File: src/design/pftm_fifo.sv
module pftm_fifo #(
    parameter int W     = 8,
    parameter int DEPTH = 2
) (
    input  logic         aclk,
    input  logic         aresetn,
    input  logic         wr_en,
    input  logic [W-1:0] wr_data,
    output logic         full,
    input  logic         rd_en,
    output logic [W-1:0] rd_data,
    output logic         valid
);
    localparam int PW = (DEPTH > 1) ? $clog2(DEPTH) : 1;
    localparam int CW = $clog2(DEPTH + 1);

    logic [W-1:0]  mem_reg [DEPTH];
    logic [PW-1:0] wr_ptr_reg, wr_ptr_next;
    logic [PW-1:0] rd_ptr_reg, rd_ptr_next;
    logic [CW-1:0] cnt_reg, cnt_next;

    assign full    = (cnt_reg == CW'(DEPTH));
    assign valid   = (cnt_reg != '0);
    assign rd_data = mem_reg[rd_ptr_reg];

    always_comb begin
        wr_ptr_next = wr_ptr_reg;
        rd_ptr_next = rd_ptr_reg;
        cnt_next    = cnt_reg;
        if (wr_en) begin
            wr_ptr_next = (wr_ptr_reg == PW'(DEPTH - 1)) ? '0 : wr_ptr_reg + PW'(1);
        end
        if (rd_en) begin
            rd_ptr_next = (rd_ptr_reg == PW'(DEPTH - 1)) ? '0 : rd_ptr_reg + PW'(1);
        end
        if (wr_en && !rd_en) begin
            cnt_next = cnt_reg + CW'(1);
        end else if (rd_en && !wr_en) begin
            cnt_next = cnt_reg - CW'(1);
        end
    end

    always_ff @(posedge aclk) begin
        if (!aresetn) begin
            wr_ptr_reg <= '0;
            rd_ptr_reg <= '0;
            cnt_reg    <= '0;
        end else begin
            wr_ptr_reg <= wr_ptr_next;
            rd_ptr_reg <= rd_ptr_next;
            cnt_reg    <= cnt_next;
        end
    end

    always_ff @(posedge aclk) begin
        if (wr_en) begin
            mem_reg[wr_ptr_reg] <= wr_data;
        end
    end

endmodule

File: config.mk
export PLATFORM = sky130hd
export DESIGN_NAME = pftm_fifo
export DESIGN_NICKNAME = d
export VERILOG_FILES = /design/src/design/pftm_fifo.sv
export SDC_FILE = /design/constraint.sdc
export NUM_CORES = 1
export LEC_CHECK = 0
export ABC_AREA = 1
export BUFFER_PORTS_ARGS = -buffer_cell sky130_fd_sc_hd__buf_2
export CAP_MARGIN = 20
export CORE_MARGIN = 5
export CORE_UTILIZATION = 53
export CTS_BUF_LIST = sky130_fd_sc_hd__clkbuf_8
export DETAILED_ROUTE_END_ITERATION = 10
export HOLD_SLACK_MARGIN = 0.15
export PLACE_DENSITY = 0.82
export SLEW_MARGIN = 40
export SYNTH_ARGS = -nofsm -noshare
export SYNTH_HDL_FRONTEND = slang
export SYNTH_SLANG_ARGS = --single-unit
File: constraint.sdc
create_clock -name aclk -period 1.7 [get_ports aclk]
set_clock_uncertainty 0.15 [all_clocks]
set_input_delay 0.425 -clock aclk [delete_from_list [all_inputs] [get_ports aclk]]
set_output_delay 0.425 -clock aclk [all_outputs]
set_load 0.01 [all_outputs]
-- Word-level counts from Yosys, hierarchy flattened
Memory sizes are Yosys's and may differ from the RTL's. A register that Yosys moved wholly into a read port is not among the register bits.
Cells that the tools add are included.
- memory bits (read-only): 0
- bits in registers: 4
- output and inout port bits: 10
- RAM bits: 16
- latch bits: 0
- word-level logic and storage cells: 23
- bits of input ports: 12
- memories kept: 1
- equal/unequal tests: 1
- reductions and logical operators: 6
- divide/modulo/power cells: 0
- multipliers: 0
- order comparisons: 0
- shifts and indexed selects: 0
- bitwise gates (word level): 0
- muxes and demuxes: 8
- $add $sub $neg: 4
- memory list (memory ; words ; bits a word ; rd ports ; clocked after Yosys merged registers in ; write ports ; line ; text):
    mem_reg ; 2 ; 8 ; 1 ; 1 ; 1 ; 17 ; logic [W-1:0] mem_reg [DEPTH];
- operators by type and width (kind ; count):
    two-way mux 1 bit ; 6
    two-way mux 2 bit ; 2
    nonzero test 2 bit ; 2
    adder 1 bit (second input constant) ; 2
    adder 2 x 1 -> 2 bit (second input constant) ; 1
    equality test 2 bit (second input constant) ; 1
    logical AND 1 bit ; 2
    logical NOT 1 bit ; 2
    subtractor 2 x 1 -> 2 bit (second input constant) ; 1

-- Depth between registers and ports, before layout
- word-level depth: 4
- mapped depth: 8
- mapped depth without buffers: 8

-- Least setup slack after synthesis
No wires, ideal clock.
- kind: reg-to-output
- start point: register with a tool-made name
- end point: output port rd_data[0]
- cell stages (with the launch flop): 3
- data required time: 1125 ps
- path slack: 365 ps
- buffers on the path: 1
- arrival: 760 ps
- path through: dfxtp_1 -> buf_6 -> mux2_4
- RTL lines (what ; line ; text):
    end, declared ; 11 ; output logic [W-1:0] rd_data,

==> metrics.txt <==
status finished with violations; failing checks setup timing; TritonCTS Sinks 21; Post-Synth XOR/XNOR Area 0; worst hold path type primary input to flop; largest stage delay on the critical path approximately 0.34 ns; area growth from synthesis to layout 28.23%; CTS tree yes; Syn. warnings 0; Layout Cell Area excl Fill about 0.0011 sq mm; Reg2Reg Launch Point wr_ptr_reg$_SDFFE_PN0P_; Worst Path Buf+Inv 2; Power per Cell Area around 990 mW/mm^2; critical path class flop to output pin; final hold viol count 0; max_slew headroom 0.7838; # port buffers 21; setup violators final 8; Synth Area in Simple Gates 0.09212; drt first pass iters 4; Die Width about 50 microns; Peak VDD IR ~0.65 mV; largest net degree at the start of global routing 12; min Tclk post-route 1.723 ns; vias in the first global route about 560; antenna-violating nets left 0; Stages on worst setup path 3; CP cell instances buf_12 -> mux2_4 -> buf_6; mux contribution to synthesized area 0.1426; Net Count, Synth 73; Max Transition Viols Final 0; total CTS buffers 3; crit path capture rd_data[7]; Wirelength per Cell between 10 and 15 microns; largest family of logic cells by synthesized area multiplexers; DR vias/cell 5.000; clk buf depth 2; worst hold slack approximately 0.21 ns; max-cap violations 0; CP max FO 8; CTS Root Cell clkbuf_8; starting density of the core 0.5590; slew at the pin closest to its max-slew limit around 0.32 ns; register area share after synthesis 0.6895; DRC errors left 0; vias post-DR 510; CTS hold repair buffers 0; adder-cell share of the synthesized area 0.01486; fraction of layout cells with a size suffix above 1 0.4302; Highest Clock Rate about 580 MHz; distinct cell type count after synthesis 14; GPL Wtd Cong 0.6323; Tot GR Track Use 0.1184; reg-to-reg slack, setup around 0.52 ns; Avg Cell Area, Syn 14.03 sq um; grt total ovfl 0; Post-Synthesis Cells 60; RR Endpoint mem_reg[1][3]$_DFFE_PP_; max reg flops 16; antenna cells 0; first-pass GRT wire length 2263 microns; slowest CP cell dfxtp_2; Die H approximately 50 microns; initial drt markers 8; standard-cell rows 14; initial antenna violation count 0; Crit path arrival time 1.15 ns; RSZ-0062 raised after global routing yes; DP Area ~980 sq um; die area approximately 0.0025 sq mm; Leakage 0.4895 nW; Final Cycle Share 1.013; Crit. End Element output pin; R2R cell count 2; Core ar. 0.001506 sq mm; crit start category flop; Setup WS post-layout -0.02265 ns; H-tree lvl count 1; fillers approximately 120; I/O pin total 22; Worst path top cell family by delay flip-flops; CTS clk-pin slew, worst paths 0.07 ns; mapped cell area 842.1 sq um; drt total wl around 1300 microns; #FFs+latches synth 21; Layout Nets 100; Compound-Gate Fraction of Synth Area 0.01189; overall power ~1.1 mW; WP data required between 1 and 1.5 ns; clock latency on the worst-skew pair between 0.2 and 0.3 ns; fin util 0.7168
[report_power, final]
part / internal (mW) / switching [mW]
sequential: 0.586 / 0.0125
clock: 0.160 / 0.146
combinational: 0.0939 / 0.0752
total: 0.841 / 0.234
[per-layer routing]
layer	track usage	routed length, microns	share of wire	vias to the layer above
met5	0	0	0	-
met4	0.05240	20	0.016	0
met3	0.03313	101	0.080	2
met2	0.2076	672	0.53	17
met1	0.1306	475	0.37	235
li1	-	-	-	256
[synth_stat cells]
library cell | count | area, sq um
mux2_4 | 8 | 120.1
ha_1 | 1 | 12.51
nor2_1 | 8 | 30.03
buf_6 | 1 | 11.26
inv_2 | 1 | 3.750
o21ai_0 | 1 | 5.000
a21oi_1 | 1 | 5.000
nand2_1 | 8 | 30.03
edfxtp_1 | 16 | 480.5
nand4_1 | 1 | 6.260
dfxtp_1 | 5 | 100.1
nand2_2 | 1 | 6.260
nand3_1 | 1 | 5.000
inv_1 | 7 | 26.28
[logic make-up (layout without fill, tap and decap cells)]
family | count (synthesis) | in the layout
compound gates | 2 | 2
buf+inv | 9 | 35
fa+ha+maj | 1 | 1
simple gates | 19 | 19
mux | 8 | 8
flops | 21 | 21
[what timing repair did]
| item | in CTS | in global routing |
|---|---|---|
| setup buffers | 0 | 0 |
| endpoints found under the setup margin | 8 | 8 |
| resized for setup | 9 | 0 |
[final cells by class]
| cell class | count | area [sq um] | area share |
|---|---|---|---|
| multi-input cells | 30 | 220.2 | 0.2039 |
| clock buffers | 3 | 41.29 | 0.03824 |
| inverters | 8 | 30.03 | 0.02781 |
| repair buffers | 23 | 182.7 | 0.1692 |
| well taps | 16 | 20.02 | 0.01854 |
| flip-flops and latches | 21 | 581.8 | 0.5388 |
| clock inverters | 1 | 3.754 | 0.003476 |
[cells in the final DEF, fill, tap and decap left out, drive strengths merged]
cell type  count
mux2           8
o21ai          1
a21oi          1
edfxtp        16
buf           23
dfxtp          5
nand4          1
inv            9
nor2           8
clkbuf         3
nand2          9
nand3          1
ha             1
[worst min-delay path by stage]
stage	startpoint	to	slack [ns]	cells past startpoint
floorplan	rd_ptr_reg$_SDFFE_PN0P_	flop	0.31	2
global placement	rd_ptr_reg$_SDFFE_PN0P_	rd_ptr_reg$_SDFFE_PN0P_	0.33	2
detailed placement	rd_ptr_reg$_SDFFE_PN0P_	flop	0.34	2
CTS	wr_data[6]	mem_reg[0][6]$_DFFE_PP_	0.20	1
global route	wr_data[2]	mem_reg[0][2]$_DFFE_PP_	0.20	1
finish	wr_data[6]	mem_reg[0][6]$_DFFE_PP_	0.21	1
[through the flow]
stage	std cells	setup WS (ns)	TNS (ns)
detailed placement	98	0.2136	0
floorplan	60	0.3653	0
finish	102	-0.02265	-0.1604
global placement	98	0.2186	0
global route	102	-0.05678	-0.4200
CTS	102	-0.02953	-0.2116
No activity file was read; power rests on OpenSTA's default activity.
