`src/design/pftm_pkg.sv`:
```
package pftm_pkg;

    // Default values of the top-level parameters.
    localparam int MAX_POINTS_DEF = 4096;
    localparam int PHASE_BITS_DEF = 32;
    localparam int TABLE_BITS_DEF = 10;

    // Fixed field widths.
    localparam int SAMPLE_W = 16;
    localparam int COEF_W   = 24;
    localparam int RATE_W   = 16;
    localparam int BLEN_W   = 13;

    // Depth of the queue between the front and back parts.
    localparam int QUEUE_DEPTH = 2;

    // Register reset values.
    localparam logic [RATE_W-1:0] RATE_RESET = 16'd200;
    localparam logic [BLEN_W-1:0] BLEN_RESET = 13'd4096;

    // Two pi in Q4.28, used when the sine table is built.
    localparam logic [63:0] TWO_PI_Q28 = 64'd1686629713;

    typedef enum logic [2:0] {
        REG_COEF_OFFSET    = 3'd0,
        REG_COEF_LINEAR    = 3'd1,
        REG_COEF_QUADRATIC = 3'd2,
        REG_COEF_CUBIC     = 3'd3,
        REG_COEF_QUARTIC   = 3'd4,
        REG_SAMPLE_RATE    = 3'd5,
        REG_BLOCK_LENGTH   = 3'd6
    } reg_idx_t;

    typedef struct packed {
        logic signed [COEF_W-1:0] coef_offset;
        logic signed [COEF_W-1:0] coef_linear;
        logic signed [COEF_W-1:0] coef_quadratic;
        logic signed [COEF_W-1:0] coef_cubic;
        logic signed [COEF_W-1:0] coef_quartic;
        logic [RATE_W-1:0]        sample_rate;
        logic [BLEN_W-1:0]        block_length;
    } cfg_t;

    // One entry of the quarter-wave sine table, Q1.15, from a Taylor series of
    // degree 17 in Q4.28. Only evaluated at elaboration.
    function automatic logic [15:0] sin_entry(input int unsigned j, input int unsigned tbits);
        logic [63:0] th;
        logic [63:0] th2;
        logic [63:0] term;
        logic [63:0] sum;
        logic [63:0] v;
        th   = (64'(j) * TWO_PI_Q28 + (64'd1 << (tbits - 1))) >> tbits;
        th2  = (th * th) >> 28;
        term = th;
        sum  = th;
        for (int n = 1; n <= 8; n++) begin
            term = ((term * th2) >> 28) / 64'((2 * n) * (2 * n + 1));
            if (n[0]) begin
                sum = sum - term;
            end else begin
                sum = sum + term;
            end
        end
        v = (sum + 64'd4096) >> 13;
        return (v > 64'd32767) ? 16'd32767 : v[15:0];
    endfunction

endpackage

```
`src/design/pftm_front.sv`:
```
module pftm_front #(
    parameter int MAX_POINTS = pftm_pkg::MAX_POINTS_DEF
) (
    input  logic                                  aclk,
    input  logic                                  aresetn,
    input  logic                                  s_valid,
    output logic                                  s_ready,
    input  logic signed [pftm_pkg::SAMPLE_W-1:0]  s_sample_re,
    input  logic signed [pftm_pkg::SAMPLE_W-1:0]  s_sample_im,
    input  logic [$clog2(MAX_POINTS + 1)-1:0]     len_eff,
    input  logic                                  q_full,
    output logic                                  push,
    output logic [$clog2(MAX_POINTS) + 2 * pftm_pkg::SAMPLE_W:0] push_data
);
    import pftm_pkg::*;

    localparam int IW = $clog2(MAX_POINTS);
    localparam int LW = $clog2(MAX_POINTS + 1);

    logic [IW-1:0] idx_reg, idx_next;
    logic          last;
    logic [IW-1:0] idx_eff;

    assign s_ready = !q_full;
    assign push    = s_valid && s_ready;

    // An index at or past the end of the block is held at the last position.
    assign last    = (LW'(idx_reg) >= (len_eff - LW'(1)));
    assign idx_eff = last ? IW'(len_eff - LW'(1)) : idx_reg;

    assign push_data = {last, idx_eff, s_sample_im, s_sample_re};

    always_comb begin
        idx_next = idx_reg;
        if (push) begin
            idx_next = last ? '0 : idx_eff + IW'(1);
        end
    end

    always_ff @(posedge aclk) begin
        if (!aresetn) begin
            idx_reg <= '0;
        end else begin
            idx_reg <= idx_next;
        end
    end

endmodule

```
`config.mk`:
```
export PLATFORM = sky130hd
export DESIGN_NAME = pftm_front
export DESIGN_NICKNAME = d
export VERILOG_FILES = /design/src/design/pftm_pkg.sv /design/src/design/pftm_front.sv
export SDC_FILE = /design/constraint.sdc
export NUM_CORES = 1
export LEC_CHECK = 0
export BUFFER_PORTS_ARGS = -buffer_cell sky130_fd_sc_hd__buf_2
export CORE_ASPECT_RATIO = 1.4
export CORE_MARGIN = 4
export CORE_UTILIZATION = 47
export CTS_BUF_LIST = sky130_fd_sc_hd__clkbuf_8
export CTS_CLUSTER_DIAMETER = 50
export CTS_CLUSTER_SIZE = 40
export DETAILED_ROUTE_END_ITERATION = 6
export GPL_TIMING_DRIVEN = 0
export PLACE_DENSITY = 0.88
export SLEW_MARGIN = 20
export SYNTH_ARGS = -nofsm -noshare
export SYNTH_HDL_FRONTEND = slang
export SYNTH_SLANG_ARGS = --single-unit
```
`constraint.sdc`:
```
create_clock -name aclk -period 7 [get_ports aclk]
set_clock_uncertainty 0.1 [all_clocks]
set_input_delay 1.4 -clock aclk [delete_from_list [all_inputs] [get_ports aclk]]
set_output_delay 1.4 -clock aclk [all_outputs]
set_load 0.005 [all_outputs]
```
; ---- Yosys cells after proc, flatten, opt, wreduce, memory -nomap -nowiden
; Index checks and enable logic that the tools add are counted.
[classes]
addsub = 2
magnitude_cmp = 1
muxes = 2
reduce_logical = 2
[ops]
columns = operator, n
row1 = $mux 12, 2
row2 = $ge 12x13->1, 1
row3 = $sub 13x1->13 const B, 1
row4 = $add 12x1->12 const B, 1
row5 = $logic_and 1x1->1, 1
row6 = $logic_not 1->1, 1
[totals]
reg_bits = 12
inputBits = 49
output_inout_bits = 47
word_cells = 8

; ---- Logic depth before layout (Yosys ltp)
; Gate-level depths: netlist of run 1.
[logic_depth]
depth_word = 5
ltp_mapped = 19
ltp_nobuf = 18

; ---- Least setup slack after synthesis of run 1
; Ideal clock, no wire load.
[synth_timing]
kind = input to output
start = in len_eff[1]
end = out push_data[32] (netlist name)
t_arrival_ps = 3807
t_required_ps = 5500
path_slack_ps = 1693
cell_stages = 13
path_buffers = 1
path_cell_list = nor3_2 -> nand2_1 -> or3_1 -> xor2_1 -> ha_1 -> a21o_1 -> a21oi_1 -> o21ai_0 -> o2111a_1 -> o21ai_4 -> clkbuf_1 -> nand2_1 -> o21ai_0
[synth_via]
elab_chain_cells = 3
[synth_rtl]
columns = item, line_no
row1 = from (decl), pftm_front.sv:10  ; input logic [$clog2(MAX_POINTS + 1)-1:0] len_eff,
row2 = $sub 13x1->13, -
row3 = $ge 12x13->1, pftm_front.sv:28  ; assign last = (LW'(idx_reg) >= (len_eff - LW'(1)));
row4 = $mux 12, pftm_front.sv:29  ; assign idx_eff = last ? IW'(len_eff - LW'(1)) : idx_reg;
row5 = to (decl), pftm_front.sv:13  ; output logic [$clog2(MAX_POINTS) + 2 * pftm_pkg::SAMPLE_W:0] push_data
; Every way passes these cells.

; ---- Final worst setup path of run 1
[layout_timing]
start = in len_eff[0]
end = out push_data[32] (netlist name)
[layout_via]
elab_chain_cells = 3
[layout_rtl]
columns = item, line_no
row1 = $sub 13x1->13 *, pftm_front.sv:29
row2 = $ge 12x13->1, pftm_front.sv:28
row3 = $mux 12 *, pftm_front.sv:29
; Mark *: on every way between the ends. The rest lies on a longest branch, timed or not.

==> results of run 1 <==
-- where the power goes --
| group | internal [mW] | leakage, nW | switching, mW | total [mW] |
|---|---|---|---|---|
| Combinational | 0.0295 | 0.872 | 0.0229 | 0.0524 |
| Clock | 0.0498 | 0.0288 | 0.0271 | 0.0769 |
| Sequential | 0.0690 | 0.0968 | 0.000797 | 0.0698 |
| Total | 0.148 | 0.997 | 0.0508 | 0.199 |
-- kinds of logic (layout without fill, tap and decap cells) --
family                   after synthesis  after routing  share of synthesized area [%]
AND/OR/NAND/NOR                       75             75                           25.8
adder cells (fa/ha/maj)               13             13                           11.0
flip-flops                            12             12                           16.2
XOR/XNOR                              15             15                           9.90
AO/OA/AOI/OAI                         38             38                           17.5
buffers and inverters                 44            111                           19.5
-- cell usage in the layout, fill, tap and decap left out, types with 4 or more instances in the layout --
master,instances
o21ai_0,16
nor3_1,8
xnor2_1,6
xor2_1,8
dfxtp_1,12
clkbuf_8,4
buf_2,63
inv_1,6
buf_4,33
nand3_1,10
ha_1,13
clkbuf_1,4
nand2_1,22
nor2_1,16
a21oi_1,4
-- routing by layer --
layer  wire, microns  track usage, %  vias up  part of all wire [%]
met5               0               0        -                     0
met4              61            8.11        0                   1.6
met3             281            1.91        5                   7.5
met2            2010            35.8       64                    54
met1            1380            19.3      666                    37
li1                -               -      790                     -
-- worst max-delay path: stages --
cell,delay [ps]
buf_2,110
inv_1,70
ha_1,180
nand2b_1,100
nor3_1,400
nand2_1,110
nor2_1,130
xnor2_1,150
ha_1,280
and3_1,170
a221o_1,360
o21ai_4,270
clkbuf_1,380
nand2_1,110
o21ai_0,120
buf_2,160
-- cell type report --
type	instances	area [sq um]
Fill cell	291	1040
Inverter	7	26.3
Sequential cell	12	240
Tap cell	37	46.3
Clock buffer	4	55.1
Buffer	37	263
Multi-Input combinational cell	141	950
Timing Repair Buffer	63	315
-- path summary, 6_finish.rpt --
kind,startpoint,end,depth (start not counted)
worst max-delay path,len_eff[0],push_data[32],16
worst min-delay path,idx_reg[1],idx_reg[1],2
worst max register to register,idx_reg[0],idx_reg[6],15
worst min register to register,idx_reg[1],idx_reg[1],2
-- stage by stage --
step | hold WS [ps] | worst slack, ps | instance area (sq um) | power, mW | cells
after detailed placement | 435 | 985 | 1840 | 0.124 | 297
final | 439 | 968 | 1900 | 0.199 | 301
after floorplan | 375 | 1690 | 1480 | 0.102 | 197
after global routing | 467 | 677 | 1900 | 0.208 | 301
after CTS | 442 | 969 | 1900 | 0.201 | 301
after global placement | 413 | 1080 | 1840 | 0.122 | 297
==> metrics, run 1 <==
worst hold path class reg -> reg; core box area slightly below 3000 sq um; Main synth FF type dfxtp_1; TritonCTS sink count 12; post-synthesis cell count 197; syn nets 259; routed length per instance 12.4 microns; post-DR vias/cell 5.07; I/O pin count 96; GP Congestion just over 0.8; Worst Max-Slew Pin Slew 624 ps; synth unique cells 37; maximum fanout along the worst path 10; Cell Rows 23; Worst Path Arrival 4530 ps; Setup-failing EPs final 0; Tot GR Track Use approximately 18%; final slew viol count 0; crit path time final 6030 ps; CTS Root Cell clkbuf_8; R2R setup slack 3550 ps; grt ovf 0; final WL approximately 3.7 mm; Pwr Density about 110 nW/um^2; kind of start point of the critical path input pin; cts bufs inserted 3; Max Cap Viol 0; Post-synth EDFFs 0; crit path kind in -> out; area grow syn2layout 28.2%; Req. time, crit path 5500 ps; synthesized area 1480 sq um; Avg Cell Area, Syn 7.51 sq um; initial antenna violation count 0; die height 74.4 microns; largest net degree at the start of global routing 11; async set-reset flop share out of synthesis 0%; Yosys top cell by area buf_4; Post-CTS Setup Bufs 0; vias in the first global route 1484; yosys synthesis warning count 0; CTS max path bufs 2; status finished, final reports clean; number of hold buffers added after cts 0; # DRC 0; most frequent cell after synthesis buf_4; Worst-path clk slew around 50 ps; final number of hold-violating endpoints 0; maximum VDD drop 0.0819 mV; die area 4120 sq um; fin crit share 86.2%; Vias ~1.5k; Crit. End Element output pin; Initial Util 50.4%; fin util 64.6%; commonest cells in the netlist buf_4 (33), nand2_1 (22), nor2_1 (16), o21ai_0 (16), ha_1 (13); top cells by area, synth buf_4 (17%), dfxtp_1 (16%), ha_1 (11%); CTS HTree Levels 1; Final #Nets 327; leak pwr 0.997 nW; ANT cells 0; DRT Pass-1 Iters 4; sequential area share after synthesis around 16%; post_cts resized 0; top cell type's share of synthesized area approximately 17%; number of nets with antenna violations after routing 0; TNS Setup 0 ps; CTS tree yes; Max-slew headroom a little under 60%; Die Wd around 55 microns; layout cells sized above 1 around two fifths; RSZ-0062 raised after global routing no; Synth Register Bits 12; max FFs per register 12; port buffer count 63; hpwl dp 3.20 mm; clk_lat worst skew 250 ps; DRT iter0 DRCs 35; first-pass GRT wire length 6.11 mm; fmax 0.166 GHz
Note: power is estimated with default switching activity, not from simulation.
==> inputs of run 2 (changes only) <==
Settings changed: ABC_AREA set to 1, CORE_UTILIZATION 47 to 51.
==> metrics, run 2 <==
largest family of logic cells by synthesized area simple AND/OR/NAND/NOR gates; Max Cap Viol 0; syn nets around 360; Main synth FF type dfxtp_1; maximum fanout along the worst path 10; fillers 360; largest net degree at the start of global routing 11; Finished Layout Cells about 400; top cell type's share of synthesized area ~14%; Synth Area in Compound Gates 5.74%; top cells by area, synth nand2_1 (14%), buf_4 (13%), dfxtp_1 (13%); TritonCTS sink count 12; final WL 4.26 mm; Synth Area in XOR/XNOR 4.15%; most common cell after layout, fill and taps aside nand2_1; leak pwr 1.35 nW; worst hold path class reg -> reg; DP Cell Count 398; Post-CTS Setup Bufs 0; vias in the first global route 1792; cts bufs inserted 3; CTS tree yes; ANT cells 0; r2r endpoint idx_reg[6]; placed standard-cell area 2270 sq um; synth unique cells 33; Worst Max-Slew Pin Slew 446 ps; initial antenna violation count 0; yosys synthesis warning count 0; fin crit share 75.6%; number of hold buffers added after cts 0; kind of start point of the critical path input pin; RSZ-0062 raised after global routing no; port buffer count 63; adder-cell share of the synthesized area 8.57%; GP Congestion 0.829; Pwr Density around 90 nW/um^2; commonest cells after routing, fill and taps aside nand2_1 (69), buf_2 (64), inv_1 (44), buf_4 (33), nor2_1 (25); sequential area share after synthesis between 10% and 20%; number of nets with antenna violations after routing 0; die area ~4800 sq um; commonest cells in the netlist nand2_1 (69), inv_1 (44), buf_4 (33); layout cells sized above 1 approximately two fifths; maximum VDD drop 0.155 mV; critical hold path startpoint idx_reg[0]; Max-slew headroom 70.2%; Cell Rows 26; r2r startpoint idx_reg[0]; hpwl dp 3.78 mm; crit path kind in -> out; post-DR vias/cell 4.72; Vias 1896; Hold EP idx_reg[0]; CTS max path bufs 2; Critical Path Source len_eff[0]; final number of hold-violating endpoints 0; Crit. End Element output pin; CTS HTree Levels 1; Yosys top cell by area nand2_1; # DRC 0; Worst R2R Path Depth 25; final slew viol count 0; Final #Nets 423; post_cts resized 0; Worst Path Arrival 3800 ps; R2R setup slack around 4200 ps; Req. time, crit path 5500 ps; Synth Register Bits 12; Finished Cell Area 2320 sq um; max FFs per register 12; worst hold margin 390 ps; Post-synth EDFFs 0; most frequent cell after synthesis nand2_1; first-pass GRT wire length 7.05 mm; area grow syn2layout 22.3%; DRT iter0 DRCs 41; TNS Setup 0 ps; core box area ~3600 sq um; I/O pin count 96; DRT Pass-1 Iters 4; die height 80.2 microns; status finished, final reports clean; fin util around 64%; post-synthesis mux area share 0%; Avg Cell Area, Syn 6.48 sq um; post-synthesis cell count 293; Initial Util between 50% and 60%; Hold Path Cell Cnt 2; Die Wd 59.6 microns; grt ovf 0; fmax 0.189 GHz; Setup-failing EPs final 0; clk_lat worst skew 240 ps; Tot GR Track Use 18.2%; Worst-path clk slew 50 ps; Synth Area in Simple Gates 44.6%; crit path time final 5300 ps; CTS Root Cell clkbuf_8; async set-reset flop share out of synthesis 0%; routed length per instance 10.6 microns; synthesized area 1900 sq um
-- run 2: cell count changes in the layout (fill, tap and decap cells not counted), sizes merged, moves of 4 or more --
| cell | before | now |
|---|---|---|
| o21ai | 17 | 6 |
| nor3 | 9 | 2 |
| nor2 | 16 | 34 |
| nand2 | 22 | 86 |
| xnor2 | 6 | 2 |
| inv | 7 | 47 |
| a21oi | 4 | 12 |
| nand3 | 11 | 26 |
| clkbuf | 8 | 4 |
-- run 2: logic make-up (layout without fill, tap and decap cells) --
| family | Yosys count | count (layout) |
|---|---|---|
| compound gates | 18 | 18 |
| flops | 12 | 12 |
| simple gates | 158 | 158 |
| buf+inv | 83 | 150 |
| xor+xnor | 9 | 9 |
| fa+ha+maj | 13 | 13 |
-- run 2: area by class of cell --
cell class                 instances  area, sq um  share of cell area (%)
tap                               42         52.6                    2.26
inverter                          47          176                    7.60
multi-input combinational        198         1200                    51.6
clock buffer                       4         55.1                    2.37
buffer                            36          284                    12.2
sequential                        12          240                    10.4
timing repair buffer              63          315                    13.6
-- run 2: worst max-delay path by stage --
stage          slack [ps]  cells after the start       endpoint
2_1_floorplan        2170                     15  push_data[33]
3_3_place_gp         1750                     17  push_data[33]
3_5_place_dp         1690                     22  push_data[33]
4_1_cts              1680                     20  push_data[33]
5_1_grt              1450                     22  push_data[33]
6_report             1700                     17  push_data[33]
-- run 2: layer usage --
metal	vias to the layer above	wire length, microns	track usage, %
li1	1013	-	-
met1	811	1560	19.1
met2	67	2330	36.4
met3	5	322	2.89
met4	0	53	3.77
met5	-	0	0
-- run 2: worst max-delay path, stage by stage --
cell and delay, ps:
buf_2 90, inv_1 130, ha_1 280, nand2_2 110, xor2_1 210, ha_1 290, a21oi_1 190, o21ai_0 100
o21ai_0 150, nor2_1 70, o21ai_2 150, nand3_4 130, buf_12 180, nand2_8 60, nand2_1 60, inv_1 70
buf_2 110
-- run 2: power breakdown --
| part | switching (mW) | internal [mW] |
|---|---|---|
| registers | 0.000553 | 0.0690 |
| logic | 0.0317 | 0.0322 |
| clock network | 0.0245 | 0.0496 |
| total | 0.0568 | 0.151 |
-- run 2: through the flow --
stage	power (mW)	setup slack, ps
global placement	0.133	1750
global route	0.224	1450
detailed placement	0.136	1690
floorplan	0.113	2170
finish	0.208	1700
CTS	0.210	1680
==> inputs of run 3 (changes only) <==
Settings changed: ABC_AREA 1 to 0, CORE_UTILIZATION 51 to 44, PLACE_DENSITY 0.88 to 0.83.
Clock period 7 ns to 5.4 ns, I/O delays scaled along.
==> metrics, run 3 (synthesis gave the netlist of run 1 again) <==
crit path kind in -> out; sw power 0.0657 mW; fmax 0.197 GHz; number of hold buffers added after cts 0; Post-Place Setup Slack between 30 and 40 ps; maximum VDD drop 0.0995 mV; final WL 3.64 mm; Internal 0.192 mW; hpwl dp ~3 mm; CTS Root Cell clkbuf_8; area grow syn2layout 29.4%; cts bufs inserted 3; Clock power frac 38.5%; max FFs per register 12; DRT Pass-1 Iters 4; Crit. End Element output pin; TNS Setup 0 ps; Worst-path clk slew 60 ps; CTS tree yes; Post-CTS Setup Bufs 0; final slew viol count 0; leak pwr 1.01 nW; crit path time final 5080 ps; Pwr Density 135 nW/um^2; Cell Rows 24; vias in the first global route 1446; kind of start point of the critical path input pin; Worst Max-Slew Pin Slew 686 ps; GP Congestion ~0.9; Worst Path Arrival 3900 ps; post_cts resized 0; most common cell after layout, fill and taps aside buf_2; die height 76.6 microns; core box area 3180 sq um; CTS HTree Levels 1; Pwr Total 0.258 mW; # DRC 0; sw frac 25.5%; first-pass GRT wire length 5.93 mm; Finished Cell Area 1910 sq um; RSZ-0062 raised after global routing no; fillers 319; ANT cells 0; Max Cap Viol 0; status finished, final reports clean; Comb pwr share a little over a quarter; fin crit share 94.0%; maximum fanout along the worst path 10; largest net degree at the start of global routing 11; Max-slew headroom approximately 54%; layout cells sized above 1 42.4%; final number of hold-violating endpoints 0; Multi-input gate area 961 sq um; grt ovf 0; post-DR vias/cell 5.15; routed length per instance 12.0 microns; Storage cell area ~240 sq um; initial antenna violation count 0; Vias 1561; fin util 60.1%; commonest cells after routing, fill and taps aside buf_2 (63), buf_4 (33), nand2_1 (22), nor2_1 (16), o21ai_0 (16); TritonCTS sink count 12; I/O pin count 96; port buffer count 63; clk_lat worst skew 250 ps; CTS max path bufs 2; placed standard-cell area around 1800 sq um; part of the power in registers 35.1%; Initial Util approximately 46%; number of nets with antenna violations after routing 0; Die Wd 57 microns; die area 4370 sq um; worst hold path class reg -> reg; Setup-failing EPs final 0; Final #Nets 327; DRT iter0 DRCs 31; Req. time, crit path 4220 ps; Tot GR Track Use 16.4%; setup ws final 324 ps
[run 3: cell count changes in the layout (fill, tap and decap cells not counted), moves of 9 or more]
cell	before	now
inv_1	44	6
nand2_1	69	22
nand2_2	12	0
nand3_1	20	10
nor2_1	25	16
o21ai_0	3	16
[run 3: layout make-up]
type	instances	share of cell area, %
multi-input cells	141	50.2
repair buffers	63	16.5
plain buffers	37	13.9
flip-flops and latches	12	12.6
clock buffers	4	2.88
well taps	39	2.55
inverters	7	1.37
[run 3: path summary, 6_finish.rpt]
path	start	slack [ps]	depth (start not counted)	end
setup / recovery	len_eff[0]	320	16	push_data[32]
hold / removal	idx_reg[1]	430	2	idx_reg[1]
setup reg to reg	idx_reg[0]	2090	15	idx_reg[6]
hold reg to reg	idx_reg[1]	430	2	idx_reg[1]
[run 3: layer usage]
| layer | track usage [%] | wire length [microns] | vias to the layer above |
|---|---|---|---|
| li1 | - | - | 787 |
| met1 | 17.8 | 1380 | 698 |
| met2 | 30.5 | 1920 | 71 |
| met3 | 2.03 | 283 | 5 |
| met4 | 6.96 | 57 | 0 |
| met5 | 0 | 0 | - |
[run 3: metrics by stage]
| stage | hold slack [ps] | cells |
|---|---|---|
| 6_report | 431 | 303 |
| 4_1_cts | 424 | 303 |
| 2_1_floorplan | 375 | 197 |
| 3_5_place_dp | 417 | 299 |
| 3_3_place_gp | 413 | 299 |
| 5_1_grt | 440 | 303 |
[run 3: critical path, cell delays in order]
cell and delay, ps:
buf_2 120, inv_1 80, ha_1 180, nand2b_1 110
nor3_2 250, nand2_1 90, nor2_1 120, xnor2_1 150
ha_1 270, and3_1 170, a221o_1 360, o21ai_4 270
clkbuf_2 270, nand2_1 90, o21ai_0 110, buf_2 160
[run 3: power groups by stage]
stage / Sequential [mW] / Combinational (mW) / Clock (mW)
floorplan: 0.0920 / 0.0398 / 0
global placement: 0.0922 / 0.0666 / 0
detailed placement: 0.0923 / 0.0679 / 0
CTS: 0.0904 / 0.0681 / 0.101
global route: 0.0905 / 0.0764 / 0.105
finish: 0.0904 / 0.0681 / 0.0994
